$ cat config.mk
export PLATFORM = sky130hd
export DESIGN_NAME = base64_stream_decoder_top
export DESIGN_NICKNAME = d
export VERILOG_FILES = /design/src/rtl/b64d_pkg.sv /design/src/rtl/base64_stream_decoder_top.sv /design/src/rtl/b64d_csr.sv /design/src/rtl/b64d_core.sv /design/src/rtl/b64d_outbuf.sv
export SDC_FILE = /design/constraint.sdc
export NUM_CORES = 1
export LEC_CHECK = 0
export ABC_AREA = 1
export BUFFER_PORTS_ARGS = -buffer_cell sky130_fd_sc_hd__buf_2
export CORE_MARGIN = 1.5
export CORE_UTILIZATION = 40
export DETAILED_ROUTE_END_ITERATION = 10
export PLACE_DENSITY_LB_ADDON = 0.3
export SKIP_LAST_GASP = 1
export SLEW_MARGIN = 0
export SYNTH_ARGS = -nofsm -noshare
export SYNTH_HDL_FRONTEND = slang
export SYNTH_SLANG_ARGS = --single-unit
$ cat constraint.sdc
create_clock -name clock -period 13.85 [get_ports clock]
set_clock_uncertainty 0.2 [all_clocks]
set_input_delay 0.6925 -clock clock [delete_from_list [all_inputs] [get_ports clock]]
set_output_delay 0.6925 -clock clock [all_outputs]
set_load 0.01 [all_outputs]
$ cat src/rtl/b64d_pkg.sv
// Shared types, constants and character classification for the base64 stream decoder.
`timescale 1ns / 1ps
package b64d_pkg;

   // Width of the decoded byte counter
   localparam int LenBits = 16;
   // Wide enough to compare a grown count against the 16-bit capacity at any LenBits
   localparam int CmpBits = LenBits + 17;
   localparam int CapBits = 16;
   localparam int MaxResults = 4;

   // Classes beyond the sextet values
   localparam logic [6:0] ClsSkip = 7'd64;
   localparam logic [6:0] ClsPad  = 7'd65;
   localparam logic [6:0] ClsBad  = 7'd66;

   localparam logic [7:0] ChrNewline = 8'd10;

   // CSR register byte offsets
   localparam logic [2:0] AddrCapacity = 3'd0;

   typedef logic [LenBits-1:0] len_type;
   typedef logic [CapBits-1:0] cap_type;

   typedef enum logic [1:0] {
      StData = 2'd0,
      StDone = 2'd1,
      StBad  = 2'd2,
      StOvf  = 2'd3
   } status_type;

   typedef struct packed {
      logic [7:0]  out_byte;
      status_type  status;
      logic [15:0] total_length;
      logic        last_of_run;
   } result_type;

   // Results of one item, in order from entry 0, with their count
   typedef struct packed {
      result_type [MaxResults-1:0] ent;
      logic [2:0]                  cnt;
   } burst_type;

   // Map a raw byte to its sextet value or to one of the special classes
   function automatic logic [6:0] classify(input logic [7:0] c);
      logic [6:0] v;
      if (c >= 8'h41 && c <= 8'h5A) begin
         v = 7'(c - 8'h41);
      end else if (c >= 8'h61 && c <= 8'h7A) begin
         v = 7'(c - 8'h61 + 8'd26);
      end else if (c >= 8'h30 && c <= 8'h39) begin
         v = 7'(c - 8'h30 + 8'd52);
      end else if (c == 8'h2B) begin
         v = 7'd62;
      end else if (c == 8'h2F) begin
         v = 7'd63;
      end else if (c == ChrNewline) begin
         v = ClsSkip;
      end else if (c == 8'h3D) begin
         v = ClsPad;
      end else begin
         v = ClsBad;
      end
      return v;
   endfunction

   // True when k more bytes would exceed the capacity or the counter range
   function automatic logic room_over(input len_type bytes, input logic [1:0] k,
                                      input cap_type cap);
      logic [LenBits:0] sum;
      sum = {1'b0, bytes} + (LenBits+1)'(k);
      return sum[LenBits] | (CmpBits'(sum) > CmpBits'(cap));
   endfunction

endpackage

$ cat src/rtl/base64_stream_decoder_top.sv
// Top level of the base64 stream decoder: input register, decoder core, result buffer, CSR.
// The first result of an item is offered by the result buffer after the core loads it there.
// Throughput: one item per cycle while each item gives at most one result and rsp_ready is
// not held low; an item that gives k results holds the single result port until all have left;
// the next item with results waits; items giving none (newline, mid-group sextets) never stall.
// Reset: synchronous, active high; clears message state, the buffers and sets capacity to 65535.
`timescale 1ns / 1ps
module base64_stream_decoder_top import b64d_pkg::*; (
   input  logic        clock,
   input  logic        reset,
   input  logic        req_valid,
   output logic        req_ready,
   input  logic [7:0]  req_char_code,
   input  logic        req_end_of_message,
   output logic        rsp_valid,
   input  logic        rsp_ready,
   output logic [7:0]  rsp_out_byte,
   output logic [1:0]  rsp_status,
   output logic [15:0] rsp_total_length,
   output logic        rsp_last_of_run,
   input  logic        csr_psel,
   input  logic        csr_penable,
   input  logic        csr_pwrite,
   input  logic [2:0]  csr_paddr,
   input  logic [31:0] csr_pwdata,
   output logic [31:0] csr_prdata,
   output logic        csr_pready
);

   logic       vld_ff, vld_in;
   logic [7:0] chr_ff, chr_in;
   logic       eom_ff, eom_in;
   logic       advance;
   logic       buf_free;
   cap_type    capacity;
   burst_type  burst;
   result_type rsp_data;

   // Move the held item into the core when the result buffer can take its burst,
   // or at once when it gives no result
   assign advance   = vld_ff & (buf_free | (burst.cnt == 3'd0));
   assign req_ready = ~vld_ff | advance;

   // Input register
   always_comb begin
      vld_in = vld_ff;
      chr_in = chr_ff;
      eom_in = eom_ff;
      if (req_ready) begin
         vld_in = req_valid;
         chr_in = req_char_code;
         eom_in = req_end_of_message;
      end
   end

   always_ff @(posedge clock) begin
      if (reset) begin
         vld_ff <= 1'b0;
      end else begin
         vld_ff <= vld_in;
      end
   end

   always_ff @(posedge clock) begin
      chr_ff <= chr_in;
      eom_ff <= eom_in;
   end

   b64d_csr u_csr (
      .clock       (clock),
      .reset       (reset),
      .csr_psel    (csr_psel),
      .csr_penable (csr_penable),
      .csr_pwrite  (csr_pwrite),
      .csr_paddr   (csr_paddr),
      .csr_pwdata  (csr_pwdata),
      .csr_prdata  (csr_prdata),
      .csr_pready  (csr_pready),
      .capacity    (capacity)
   );

   b64d_core u_core (
      .clock          (clock),
      .reset          (reset),
      .step           (advance),
      .char_code      (chr_ff),
      .end_of_message (eom_ff),
      .capacity       (capacity),
      .burst          (burst)
   );

   b64d_outbuf u_outbuf (
      .clock     (clock),
      .reset     (reset),
      .load      (advance && (burst.cnt != 3'd0)),
      .burst     (burst),
      .free      (buf_free),
      .rsp_valid (rsp_valid),
      .rsp_ready (rsp_ready),
      .rsp_data  (rsp_data)
   );

   assign rsp_out_byte     = rsp_data.out_byte;
   assign rsp_status       = rsp_data.status;
   assign rsp_total_length = rsp_data.total_length;
   assign rsp_last_of_run  = rsp_data.last_of_run;

endmodule

$ cat src/rtl/b64d_csr.sv
// APB-style configuration register holding the output capacity.
`timescale 1ns / 1ps
module b64d_csr import b64d_pkg::*; (
   input  logic        clock,
   input  logic        reset,
   input  logic        csr_psel,
   input  logic        csr_penable,
   input  logic        csr_pwrite,
   input  logic [2:0]  csr_paddr,
   input  logic [31:0] csr_pwdata,
   output logic [31:0] csr_prdata,
   output logic        csr_pready,
   output cap_type     capacity
);

   cap_type cap_ff, cap_in;
   logic    wr_en;

   assign csr_pready = 1'b1;
   assign wr_en = csr_psel & csr_penable & csr_pwrite & (csr_paddr == AddrCapacity);

   // Take new capacity on the access cycle of a write
   always_comb begin
      cap_in = cap_ff;
      if (wr_en) begin
         cap_in = csr_pwdata[CapBits-1:0];
      end
   end

   always_ff @(posedge clock) begin
      if (reset) begin
         cap_ff <= '1;
      end else begin
         cap_ff <= cap_in;
      end
   end

   // Read back
   always_comb begin
      csr_prdata = '0;
      if (csr_paddr == AddrCapacity) begin
         csr_prdata = 32'(cap_ff);
      end
   end

   assign capacity = cap_ff;

endmodule

$ cat src/rtl/b64d_core.sv
// Decoder state and the per-item logic that builds the burst of results.
`timescale 1ns / 1ps
module b64d_core import b64d_pkg::*; (
   input  logic       clock,
   input  logic       reset,
   input  logic       step,
   input  logic [7:0] char_code,
   input  logic       end_of_message,
   input  cap_type    capacity,
   output burst_type  burst
);

   logic [23:0] acc_ff, acc_in;
   logic [1:0]  cnt_ff, cnt_in;
   len_type     bytes_ff, bytes_in;
   logic        pad_ff, pad_in;
   logic        err_ff, err_in;

   logic [6:0]  cls;
   logic [23:0] acc_new;
   result_type [MaxResults-1:0] res;
   logic [2:0]  n;

   assign cls = classify(char_code);
   assign acc_new = {acc_ff[17:0], cls[5:0]};

   // Work out results and next state for the item in the input register
   always_comb begin
      acc_in   = acc_ff;
      cnt_in   = cnt_ff;
      bytes_in = bytes_ff;
      pad_in   = pad_ff;
      err_in   = err_ff;
      res      = '0;
      n        = '0;

      if (!err_ff && !pad_ff) begin
         if (cls == ClsBad) begin
            res[0].status = StBad;
            n      = 3'd1;
            err_in = 1'b1;
         end else if (cls == ClsPad) begin
            pad_in = 1'b1;
         end else if (cls != ClsSkip) begin
            if (cnt_ff == 2'd3) begin
               acc_in = '0;
               cnt_in = '0;
               if (room_over(bytes_ff, 2'd3, capacity)) begin
                  res[0].status = StOvf;
                  n      = 3'd1;
                  err_in = 1'b1;
               end else begin
                  bytes_in = bytes_ff + LenBits'(3);
                  res[0].out_byte = acc_new[23:16];
                  res[1].out_byte = acc_new[15:8];
                  res[2].out_byte = acc_new[7:0];
                  n = 3'd3;
               end
            end else begin
               acc_in = acc_new;
               cnt_in = cnt_ff + 2'd1;
            end
         end
      end

      // Flush a partial group and report the count at the end of the message
      if (end_of_message) begin
         if (!err_in) begin
            if (cnt_in == 2'd3) begin
               if (room_over(bytes_in, 2'd2, capacity)) begin
                  res[n[1:0]].status = StOvf;
                  n      = n + 3'd1;
                  err_in = 1'b1;
               end else begin
                  res[n[1:0]].out_byte = acc_in[17:10];
                  n = n + 3'd1;
                  res[n[1:0]].out_byte = acc_in[9:2];
                  n = n + 3'd1;
                  bytes_in = bytes_in + LenBits'(2);
               end
            end else if (cnt_in == 2'd2) begin
               if (room_over(bytes_in, 2'd1, capacity)) begin
                  res[n[1:0]].status = StOvf;
                  n      = n + 3'd1;
                  err_in = 1'b1;
               end else begin
                  res[n[1:0]].out_byte = acc_in[11:4];
                  n = n + 3'd1;
                  bytes_in = bytes_in + LenBits'(1);
               end
            end
            if (!err_in) begin
               res[n[1:0]].status       = StDone;
               res[n[1:0]].total_length = 16'(bytes_in);
               n = n + 3'd1;
            end
         end
         acc_in   = '0;
         cnt_in   = '0;
         bytes_in = '0;
         pad_in   = 1'b0;
         err_in   = 1'b0;
      end

      // Mark the final result of the item
      if (n != 3'd0) begin
         res[2'(n - 3'd1)].last_of_run = 1'b1;
      end
   end

   assign burst.ent = res;
   assign burst.cnt = n;

   // Advance message state once per item
   always_ff @(posedge clock) begin
      if (reset) begin
         acc_ff   <= '0;
         cnt_ff   <= '0;
         bytes_ff <= '0;
         pad_ff   <= 1'b0;
         err_ff   <= 1'b0;
      end else if (step) begin
         acc_ff   <= acc_in;
         cnt_ff   <= cnt_in;
         bytes_ff <= bytes_in;
         pad_ff   <= pad_in;
         err_ff   <= err_in;
      end
   end

endmodule

$ cat src/rtl/b64d_outbuf.sv
// Result register that holds one item's burst and hands it out one result at a time.
`timescale 1ns / 1ps
module b64d_outbuf import b64d_pkg::*; (
   input  logic       clock,
   input  logic       reset,
   input  logic       load,
   input  burst_type  burst,
   output logic       free,
   output logic       rsp_valid,
   input  logic       rsp_ready,
   output result_type rsp_data
);

   result_type [MaxResults-1:0] ent_ff, ent_in;
   logic [2:0] rem_ff, rem_in;
   logic [1:0] idx_ff, idx_in;
   logic       pop;

   assign rsp_valid = (rem_ff != 3'd0);
   assign pop       = rsp_valid & rsp_ready;
   // Room for a new burst once the last held result leaves
   assign free      = (rem_ff == 3'd0) || ((rem_ff == 3'd1) && rsp_ready);
   assign rsp_data  = ent_ff[idx_ff];

   // Load a new burst, else advance through the held one
   always_comb begin
      ent_in = ent_ff;
      rem_in = rem_ff;
      idx_in = idx_ff;
      if (load) begin
         ent_in = burst.ent;
         rem_in = burst.cnt;
         idx_in = '0;
      end else if (pop) begin
         rem_in = rem_ff - 3'd1;
         idx_in = idx_ff + 2'd1;
      end
   end

   always_ff @(posedge clock) begin
      if (reset) begin
         rem_ff <= '0;
         idx_ff <= '0;
      end else begin
         rem_ff <= rem_in;
         idx_ff <= idx_in;
      end
   end

   always_ff @(posedge clock) begin
      ent_ff <= ent_in;
   end

endmodule
; Yosys cells after proc, flatten, opt, wreduce, memory -nomap -nowiden
; Index checks and enable logic that the tools add are counted.
[totals]
mem_count = 0
latch_bits = 0
elab_cells = 230
input_bits = 51
output_inout_bits = 62
romBits = 0
ramBits = 0
register_bits = 177
[op_classes]
reduce_logical = 25
n_shift = 0
div_mod_pow = 0
eq_ne = 13
bitwise_logic = 11
multipliers = 0
order_cmp = 18
n_addsub = 18
n_mux = 117
[op_table]
columns = operator, count
row1 = 2-to-1 mux 108 bit, 10
row2 = bitwise mux 108 bit, 7
row3 = demux 27 bit (select 2 bit), 6
row4 = 2-to-1 mux 16 bit, 14
row5 = 2-to-1 mux 8 bit, 14
row6 = 2-to-1 mux 18 bit, 6
row7 = 2-to-1 mux 27 bit, 3
row8 = binary-select mux 27 bit (select 2 bit), 1
row9 = > comparator 17 x 16 -> 1 bit, 3
row10 = 2-to-1 mux 3 bit, 15
row11 = 2-to-1 mux 7 bit, 6
row12 = 2-to-1 mux 10 bit, 4
row13 = 2-to-1 mux 19 bit, 2
row14 = adder 16 x 2 -> 17 bit (second input constant), 2
row15 = adder 16 x 2 -> 16 bit (second input constant), 2
row16 = == test 8 x 6 -> 1 bit (second input constant), 3
row17 = 2-to-1 mux 2 bit, 10
row18 = 2-to-1 mux 1 bit, 18
row19 = adder 16 x 1 -> 17 bit (second input constant), 1
row20 = 2-to-1 mux 17 bit, 1
row21 = adder 16 x 1 -> 16 bit (second input constant), 1
row22 = >= comparator 8 x 7 -> 1 bit (second input constant), 2
row23 = less-or-equal comparator 8 x 7 -> 1 bit (second input constant), 2
row24 = less-than comparator 2 x 3 -> 1 bit (second input constant), 5
row25 = other kinds (29), 64

; Depth between registers and ports, before layout
; Gate-level depths: netlist of run 1.
[depth]
depth_word = 31
mapped_depth = 54
depth_no_buf = 53

; Cells and area by module
; Synthesis of run 1 repeated with hierarchy kept, for this count alone.
[unflattened]
cells_unflattened = 1849
hier_area_um2 = 13559.3
[modules_own_cells]
columns = mod, n_inst, cells_per_inst, seq_area_each_um2, area_each_um2
row1 = b64d_core, 1, 1390, 760.7, 7907.6
row2 = b64d_outbuf, 1, 308, 3343.2, 4364.2
row3 = b64d_csr, 1, 131, 320.3, 937.1
row4 = base64_stream_decoder_top, 1, 20, 290.3, 350.3

; Worst setup path before layout of run 1
; Ideal clock, no wire load.
[synth_timing]
kind = register to register
startpoint = register u_core.bytes_ff[0]
endpoint = register u_outbuf.ent_ff[0] in the netlist's numbering (enable)
synth_period_minus_slack_ps = 8593
path_buffers = 1
path_slack_ps = 5257
setup_time_ps = 462
arrival_time_ps = 7931
required_time_ps = 13188
stages_incl_launch_ff = 48
cell_sequence = dfxtp_1 inv_1 ha_1 inv_1 nand3_1 nor2_1 inv_1 nor2_1 inv_1 nor3_1 xor2_1 inv_1 ha_1 nand2_1 nor2_1 a211oi_1 nor2_1 nor2_1 [... 12 more ...] nor2_1 nand4_1 nand2_1 inv_1 o21ai_0 a21boi_0 o22ai_1 nand3_1 nand2_1 nand2_2 ha_1 nand3b_1 nand2_1 nand2_1 nand2_2 nand3_2 nand3_1 inv_1
[synth_via]
elab_chain_len = 24
word_cells_on_any_way = 50
classes_between = add/sub: 7 / order compare: 3 / mux: 32 / bitwise: 5 / reduce/logical: 3
[synth_rtl]
columns = item, line_no
row1 = "start, declared", b64d_core.sv:15  ; len_type bytes_ff, bytes_in;
row2 = "start signal, assigned", b64d_core.sv:125  ; bytes_ff <= bytes_in;
row3 = adder 16 x 2 -> 17 bit, b64d_pkg.sv:72  ; sum = {1'b0, bytes} + (LenBits+1)'(k);
row4 = > comparator 17 x 16 -> 1 bit, b64d_pkg.sv:73  ; return sum[LenBits] | (CmpBits'(sum) > CmpBits'(cap));
row5 = bitwise OR 1 bit, b64d_pkg.sv:73
row6 = 2-to-1 mux 16 bit, b64d_core.sv:48  ; if (room_over(bytes_ff, 2'd3, capacity)) begin
row7 = 2-to-1 mux 16 bit, b64d_core.sv:45  ; if (cnt_ff == 2'd3) begin
row8 = 2-to-1 mux 16 bit, b64d_core.sv:44  ; end else if (cls != ClsSkip) begin
row9 = 2-to-1 mux 16 bit, b64d_core.sv:42  ; end else if (cls == ClsPad) begin
row10 = 2-to-1 mux 16 bit, b64d_core.sv:38  ; if (cls == ClsBad) begin
row11 = [... 9 more ...], n/a
row12 = 2-to-1 mux 3 bit, b64d_core.sv:92  ; if (!err_in) begin
row13 = 2-to-1 mux 3 bit, b64d_core.sv:68  ; if (!err_in) begin
row14 = 2-to-1 mux 3 bit *, b64d_core.sv:67  ; if (end_of_message) begin
row15 = zero test 3 bit, base64_stream_decoder_top.sv:41  ; assign advance = vld_ff & (buf_free | (burst.cnt == 3'd0));
row16 = bitwise OR 1 bit, base64_stream_decoder_top.sv:41
row17 = AND 1 bit, base64_stream_decoder_top.sv:41
row18 = logical AND 1 bit *, base64_stream_decoder_top.sv:95  ; .load (advance && (burst.cnt != 3'd0)),
row19 = named net u_outbuf.load, b64d_outbuf.sv:6  ; input logic load,
row20 = "end signal, assigned", b64d_outbuf.sv:51  ; ent_ff <= ent_in;
row21 = "end, declared", b64d_outbuf.sv:14  ; result_type [MaxResults-1:0] ent_ff, ent_in;
; The timed path passes the listed nets; every way through them passes the cells marked *. The select of a mux whose other input is x is not followed.
; A chain may end at the register's enable or synchronous reset.

; Worst setup path after layout of run 1
[layout_timing]
startpoint = register u_core.bytes_ff[2]
endpoint = output port req_ready
[layout_via]
elab_chain_len = 24
word_cells_on_any_way = 49
classes_between = add/sub: 7 / order compare: 3 / mux: 32 / bitwise: 6 / reduce/logical: 1
[layout_rtl]
columns = item, line_no
row1 = adder 16 x 2 -> 17 bit, b64d_pkg.sv:72
row2 = > comparator 17 x 16 -> 1 bit, b64d_pkg.sv:73
row3 = bitwise OR 1 bit, b64d_pkg.sv:73
row4 = 2-to-1 mux 16 bit, b64d_core.sv:48
row5 = 2-to-1 mux 16 bit, b64d_core.sv:45
row6 = 2-to-1 mux 16 bit, b64d_core.sv:44
row7 = 2-to-1 mux 16 bit, b64d_core.sv:42
row8 = 2-to-1 mux 16 bit, b64d_core.sv:38
row9 = [... 8 more ...], n/a
row10 = adder 3 x 1 -> 3 bit / 2-to-1 mux 1 bit (equally long branches), "b64d_core.sv:95, b64d_core.sv:67"
row11 = 2-to-1 mux 3 bit, b64d_core.sv:92
row12 = 2-to-1 mux 3 bit, b64d_core.sv:68
row13 = 2-to-1 mux 3 bit *, b64d_core.sv:67
row14 = zero test 3 bit *, base64_stream_decoder_top.sv:41
row15 = bitwise OR 1 bit *, base64_stream_decoder_top.sv:41
row16 = AND 1 bit *, base64_stream_decoder_top.sv:41
row17 = bitwise OR 1 bit *, base64_stream_decoder_top.sv:42  ; assign req_ready = ~vld_ff | advance;
row18 = "end, declared", base64_stream_decoder_top.sv:12  ; output logic req_ready,
; Mark *: on every way between the ends. The rest lies on a longest branch, timed or not. The select of a mux whose other input is x is not followed.

==> impl_results.md, run 1 <==
* Root buffer cell: clkbuf_16
* Slew headroom at 0.216
* Worst path most repeated cell: nand2_1
* Top-count cell post-synth: nand2_1
* Gate power share at 0.589
* FMAX at 97.7 MHz
* R2R setup slack at 3.62 ns
* Sink Count at 177
* Clock transition at the registers of the reported paths at 0.08 ns
* Run status: finished, final reports clean
* Synth area leaders: edfxtp_1 (27%), dfxtp_1 (9.3%), nand2_1 (9.2%)
* Clk_lat worst skew at 0.45 ns
* Power after layout at 3.19 mW
* Synth-to-layout area growth at 8.30%
* Crit-path max FO at 40
* Period Utilization, post-route at 0.739
* #FFs+latches synth at 177
* CP Launch Type: flip-flop
* Worst Hold End: chr_ff[7]
* CP required at 12.96 ns
* Setup TNS at 0 ns
* Sequential Power Share at 0.262
* Grt ovf at 0
* RSZ-0062 raised after global routing: false
* Via count at 12000
* Fill count at 3205
* First-pass DRT Iterations at 6
* Crit. End Element: output pin
* Cell taking the most area after synthesis: edfxtp_1
* Worst min path class: primary input to flip-flop
* Max Buffers Root-to-Sink at 2
* Synthesized area per cell at 7.21 sq um
* Sequential element share of the synthesized area at 0.365
* Syn. warnings at 0
* Final slew viol count at 0
* Vias/cell at 5.40
* RR Endpoint: u_outbuf.ent_ff[73]
* Initial antenna violation count at 0
* Die Area at 33400 sq um
* Inserted Clock Buffers at 17
* Total Wirelength at 35.9 mm
* Routed WL per cell at 16.1 um
* Max-Cap Viols at 0
* Minimum clock period at 10.24 ns
* Ant. Diodes at 0
* Worst IR drop on VDD at 0.106 mV
* Core Area at 31600 sq um
* P_leak at 6.18 nW
* Final hold violations at 0
* Post-CTS Hold Fix Bufs at 0
* Worst-margin pin slew at 1.17 ns
* WP data arrival at 9.34 ns
* Top-area cell type share of the netlist area at 0.272
* Post-cts repair resize count at 0
* Ratio of cells with drive above 1 in the final layout at 0.0953
* First-pass GRT wire length at 57.2 mm
* DIE HEIGHT at 183 um
* Post-synth EDFFs at 117
* Slowest cell on the critical path: nand3_1
* Post-Synthesis Cell Area at 12900 sq um
* Worst hold stages at 1
* H-Tree Depth at 4
* Post-route ant nets at 0
* Die Width at 183 um
* I/O pin count at 113
* TritonCTS clock tree: yes
* Vias in the first global route at 10900
* Unique cell type count in the Yosys netlist at 50
* RePlAce Congestion at 0.947
* Internal at 1.51 mW
* Mapped Cells at 1789
* Nets@finish at 1935
* Psw at 1.68 mW
* Total track usage at 0.216
* Crit path from: u_core.bytes_ff[2]
* Row count at 65
* Hold path start: req_char_code[7]
* Ys async rst share at 0
* Clk network pwr share at 0.148
* Initial DRC Count at 1013
* Max incr delay on CP at 0.66 ns
* Switching Share at 0.526
* Initial core utilization at 0.408
* RR Startpoint: u_core.bytes_ff[2]
* Setup violators final at 0
* Prevailing post-synth register cell: edfxtp_1
* Post-DP HPWL at 25.7 mm
* Cell Pwr Density at 228 nW/um^2
* Post-CTS Setup Inserts at 0
* Largest net degree at the start of global routing at 70
* # DRC at 0
* CP Class: flip-flop to output pin
* Top cells by count, synth: nand2_1 (315), nor2_1 (285), inv_1 (209)
* Buffers on Ports at 79
* Worst R2R Path Depth at 47
## through the flow
stage | setup WS (ns) | utilization | std cells | hold WS [ns] | instance area, sq um
2_1_floorplan | 5.26 | - | 1804 | 0.254 | 13000
3_3_place_gp | 3.92 | 0.424 | 2195 | 0.277 | 13400
3_5_place_dp | 3.77 | 0.424 | 2195 | 0.283 | 13400
4_1_cts | 3.70 | 0.442 | 2227 | 0.198 | 14000
5_1_grt | 2.76 | 0.442 | 2227 | 0.204 | 14000
6_report | 3.61 | 0.442 | 2227 | 0.217 | 14000
## flip-flops by register name, indices dropped and copies added (netlist names)
signal,flops
u_outbuf.ent_ff,108
u_outbuf.idx_ff,2
u_core.acc_ff,18
vld_ff,1
u_core.pad_ff,1
u_core.cnt_ff,2
u_outbuf.rem_ff,3
chr_ff,8
u_core.bytes_ff,16
u_core.err_ff,1
u_csr.capacity,16
eom_ff,1
## how the worst max path moves through the flow
stage                                       to
after global routing      u_outbuf.ent_ff[106]
after detailed placement   u_outbuf.ent_ff[21]
after CTS                            req_ready
final                                req_ready
after global placement     u_outbuf.ent_ff[21]
after floorplan             u_outbuf.ent_ff[0]
## power by group through the flow
stage	Sequential, mW	Combinational, mW	Clock (mW)
finish	0.835	1.88	0.473
global route	0.851	2.10	0.500
CTS	0.835	1.85	0.483
detailed placement	0.847	1.85	0
global placement	0.843	1.81	0
floorplan	0.822	1.35	0
## cell type report
| cell class | count | area (sq um) | share of cell area |
|---|---|---|---|
| inverters | 224 | 843 | 0.0603 |
| clock buffers | 17 | 425 | 0.0304 |
| flip-flops and latches | 177 | 4710 | 0.337 |
| clock inverters | 15 | 139 | 0.00994 |
| multi-input cells | 1304 | 6890 | 0.493 |
| well taps | 402 | 503 | 0.0360 |
| repair buffers | 88 | 463 | 0.0331 |
## cells in the final DEF, fill, tap and decap left out, types with 4 or more instances in the layout
cell | Yosys | layout
a21boi_0 | 5 | 5
a21oi_1 | 78 | 78
a221oi_1 | 4 | 4
a22oi_1 | 11 | 11
buf_2 | 10 | 79
buf_4 | 19 | 9
clkbuf_16 | 0 | 17
clkinv_1 | 6 | 6
conb_1 | 2 | 17
dfxtp_1 | 60 | 60
edfxtp_1 | 117 | 117
ha_1 | 72 | 72
inv_1 | 209 | 208
inv_2 | 9 | 9
inv_8 | 0 | 5
nand2_1 | 315 | 315
nand2_2 | 11 | 11
nand2_4 | 4 | 4
nand3_1 | 62 | 62
nand3_2 | 8 | 8
nand3b_1 | 10 | 10
nand4_1 | 32 | 32
nor2_1 | 285 | 283
nor2_2 | 8 | 10
nor3_1 | 20 | 20
o211ai_1 | 14 | 14
o21a_1 | 4 | 4
o21ai_0 | 203 | 203
o21ai_1 | 24 | 24
o22ai_1 | 45 | 45
o31ai_1 | 4 | 4
xor2_1 | 40 | 40
## critical path, delay by kind of cell, from the launching register on
kind | cells | cell delay [ns]
AOI/OAI and AO/OA | 5 | 0.94
adders and majority gates | 4 | 1.19
buffers and inverters | 6 | 1.08
and+or+nand+nor | 29 | 4.76
DFF | 1 | 0.38
xor gates and xnor gates | 2 | 0.50
## kinds of logic (layout without fill, tap and decap cells)
kind of cell | count (synthesis) | after routing | synth area share
compound gates | 410 | 410 | 0.179
xor+xnor | 41 | 41 | 0.0278
fa+ha+maj | 72 | 72 | 0.0698
buf+inv | 323 | 344 | 0.106
flops | 177 | 177 | 0.365
other cells | 2 | 17 | 0.000582
simple gates | 764 | 764 | 0.252
## routing by layer
metal / vias up / part of all wire / track usage
li1: 5990 / - / -
met5: - / 0 / 0
met1: 5563 / 0.47 / 0.301
met3: 44 / 0.063 / 0.0291
met2: 418 / 0.45 / 0.342
met4: 0 / 0.019 / 0.0770
Note: power is estimated with default switching activity, not from simulation.
==> inputs of run 2 (changes only) <==
Settings changed: ABC_AREA 1 to 0.
Clock period 13.85 ns to 10 ns, I/O delays scaled along.
==> run 2 against run 1 <==
Compared with the run above: global-route usage is 0.53 points higher; sequential cell count stayed put; via count is 7.7% lower; sequential power is 17% higher; hold slack worse by 0.20 ns; largest cell class unchanged; count of clock-buffer cells in the layout is 1 higher; wire length is 1.4% higher; critical path type unchanged; final area is 1.5% higher; die area is 1.7% lower; largest power group is now sequential cells; register-to-register slack worse by 2.9 ns.
==> impl_results.md, run 2 <==
* Via count at 11100 (-7.7%)
* Crit path from: u_core.bytes_ff[0]
* Row count at 65 (unchanged)
* Clock transition at the registers of the reported paths at 0.07 ns (about the same)
* Routed WL per cell at 19.5 um (+21%)
* Hold WS at 0.0166 ns (-0.200 ns)
* Buffers on Ports at 79 (unchanged)
* I/O pin count at 113 (unchanged)
* RR Startpoint: u_core.bytes_ff[0]
* Slew headroom at 0.305 (+0.0890)
* Syn. warnings at 0 (unchanged)
* Largest net degree at the start of global routing at 61 (-13%)
* Minimum clock period at 9.54 ns
* Mapped Cells at 1405 (-21%)
* Worst Hold End: chr_ff[4]
* Finished Cell Area at 14200 sq um (+1.5%)
* Cell Pwr Density at 170 nW/um^2 (-25%)
* Post-CTS Hold Fix Bufs at 0 (unchanged)
* P_leak at 5.06 nW (-18%)
* Ys async rst share at 0 (unchanged)
* Prevailing post-synth register cell: edfxtp_1
* Clk_lat worst skew at 0.45 ns (about the same)
* Top-count cell post-synth: nand2_1
* Initial core utilization at 0.404 (-0.00384)
* Worst-margin pin slew at 1.04 ns (-0.126 ns)
* # DRC at 0 (unchanged)
* RR Endpoint: u_core.acc_ff[0]
* Final Non-Filler Cells at 1863 (-16%)
* Worst R2R Path Depth at 36 (-23%)
* Post-route ant nets at 0 (unchanged)
* Crit-path max FO at 7 (-83%)
* Unique cell type count in the Yosys netlist at 94 (+88%)
* Post-synth EDFFs at 117 (unchanged)
* Worst hold stages at 1 (unchanged)
* Vias in the first global route at 10100 (-7.7%)
* Top cells by count, synth: nand2_1 (177), nor2_1 (148), edfxtp_1 (117)
* Synthesized area per cell at 9.03 sq um (+25%)
* Die Width at 181 um (-0.84%)
* Setup violators final at 0 (unchanged)
* Initial DRC Count at 1281 (+26%)
* Run status: finished, final reports clean
* Synth-to-layout area growth at 11.8%
* First-pass DRT Iterations at 6 (unchanged)
* Final slew viol count at 0 (unchanged)
* Most flops, register: u_outbuf.ent_ff
* Nets@finish at 1571 (-19%)
* TritonCTS clock tree: yes
* # placed instances at 1827 (-17%)
* DIE HEIGHT at 181 um (-0.84%)
* Top Registers: u_outbuf.ent_ff: 108 flops, u_core.acc_ff: 18 flops
* RePlAce Congestion at 0.933 (-1.4%)
* Max-Cap Viols at 0 (unchanged)
* First-pass GRT wire length at 56.7 mm (-0.89%)
* Grt ovf at 0 (unchanged)
* Sink Count at 177 (unchanged)
* Sequential element share of the synthesized area at 0.372 (+0.00634)
* H-Tree Depth at 4 (unchanged)
* Max incr delay on CP at 0.46 ns (-0.20 ns)
* Hold path start: req_char_code[4]
* CP required at 9.30 ns (-3.66 ns)
* Post-Synthesis Cell Area at 12700 sq um (-1.7%)
* Core Area at 31400 sq um (-0.77%)
* Max Buffers Root-to-Sink at 2 (unchanged)
* CP Launch Type: flip-flop
* Ant. Diodes at 0 (unchanged)
* Worst min path class: primary input to flip-flop
* Commonest non-fill, non-tap cell in the layout: nand2_1
* Synth area leaders: edfxtp_1 (28%), dfxtp_1 (9.5%), ha_1 (7.1%)
* Slowest cell on the critical path: nor4_2
* Initial antenna violation count at 0 (unchanged)
* Top-area cell type share of the netlist area at 0.277 (+0.00473)
* Power after layout at 2.41 mW (-24%)
* Worst path most repeated cell: ha_1
* Die Area at 32800 sq um (-1.7%)
* Cell taking the most area after synthesis: edfxtp_1
* Period Utilization, post-route at 0.954
* Crit. End Element: output pin
* WP data arrival at 8.84 ns (-0.50 ns)
* Root buffer cell: clkbuf_16
* FMAX at 105 MHz
* Worst IR drop on VDD at 0.122 mV (+15%)
* Total Wirelength at 36.4 mm (+1.4%)
* Dpl cell area at 13500 sq um (+0.62%)
* Post-DP HPWL at 26.0 mm (+1.2%)
* Max reg flops at 108 (unchanged)
* Total track usage at 0.221 (+0.00530)
* Inserted Clock Buffers at 17 (unchanged)
* CP Class: flip-flop to output pin
* Most frequent cells in the layout: nand2_1 (176), nor2_1 (148), edfxtp_1 (117)
* #FFs+latches synth at 177 (unchanged)
* Ratio of cells with drive above 1 in the final layout at 0.151 (+0.0559)
* Vias/cell at 5.95 (+10%)
* R2R setup slack at 0.69 ns (-2.93 ns)
* Final hold violations at 0 (unchanged)
## run 2: kinds of logic (layout without fill, tap and decap cells)
kind of cell,Yosys count,in the layout,share of synthesized area
AOI/OAI and AO/OA,362,362,0.201
buffers and inverters,158,199,0.0548
and+or+nand+nor,529,529,0.198
adders and majority gates,72,72,0.0710
muxes,33,33,0.0527
DFF,177,177,0.372
xor gates and xnor gates,72,72,0.0503
other,2,17,0.000592
## run 2: report_power, final
group | total (mW) | switching, mW | leakage (nW) | internal [mW]
sequential | 0.980 | 0.0770 | 1.60 | 0.903
clock | 0.707 | 0.324 | 0.302 | 0.383
combinational | 0.727 | 0.454 | 3.16 | 0.273
total | 2.41 | 0.855 | 5.06 | 1.56
## run 2: worst max-delay path: cells and delay by family (launching register included)
kind | cells | cell delay [ns]
and+or+nand+nor | 13 | 2.66
AOI/OAI and AO/OA | 11 | 2.52
adders and majority gates | 5 | 1.35
xor gates and xnor gates | 4 | 1.01
DFF | 1 | 0.42
buffers and inverters | 3 | 0.40
## run 2: area by class of cell
type,count,area (sq um)
Clock inverter,14,190
Fill cell,3019,17200
Timing Repair Buffer,115,703
Tap cell,402,503
Clock buffer,18,429
Inverter,52,195
Sequential cell,177,4720
Multi-Input combinational cell,1085,7440
## run 2: metal layers
metal / share of wire / GRT usage
met1: 0.45 / 0.316
met2: 0.44 / 0.333
met3: 0.076 / 0.0397
met4: 0.030 / 0.0827
met5: 0 / 0
## run 2: per-stage QoR
step | util | setup WS, ns | setup TNS, ns
floorplan | - | 0.00465 | 0
global placement | 0.430 | 0.478 | 0
detailed placement | 0.430 | 0.269 | 0
CTS | 0.450 | 0.0443 | 0
global route | 0.452 | -0.0269 | -0.0269
finish | 0.452 | 0.463 | 0
## run 2: how the worst max path moves through the flow
stage / to / depth (start not counted)
after CTS: req_ready / 38
after global placement: u_core.acc_ff[0] / 36
after detailed placement: u_core.acc_ff[1] / 38
final: req_ready / 36
after floorplan: u_outbuf.rem_ff[0] / 38
after global routing: req_ready / 37
## run 2: repair_timing
item | 4_1_cts | 5_1_grt
endpoints found under the setup margin | 1 | 152
resized for setup | 0 | 11
pin swaps | 1 | 3
setup buffers | 1 | 3
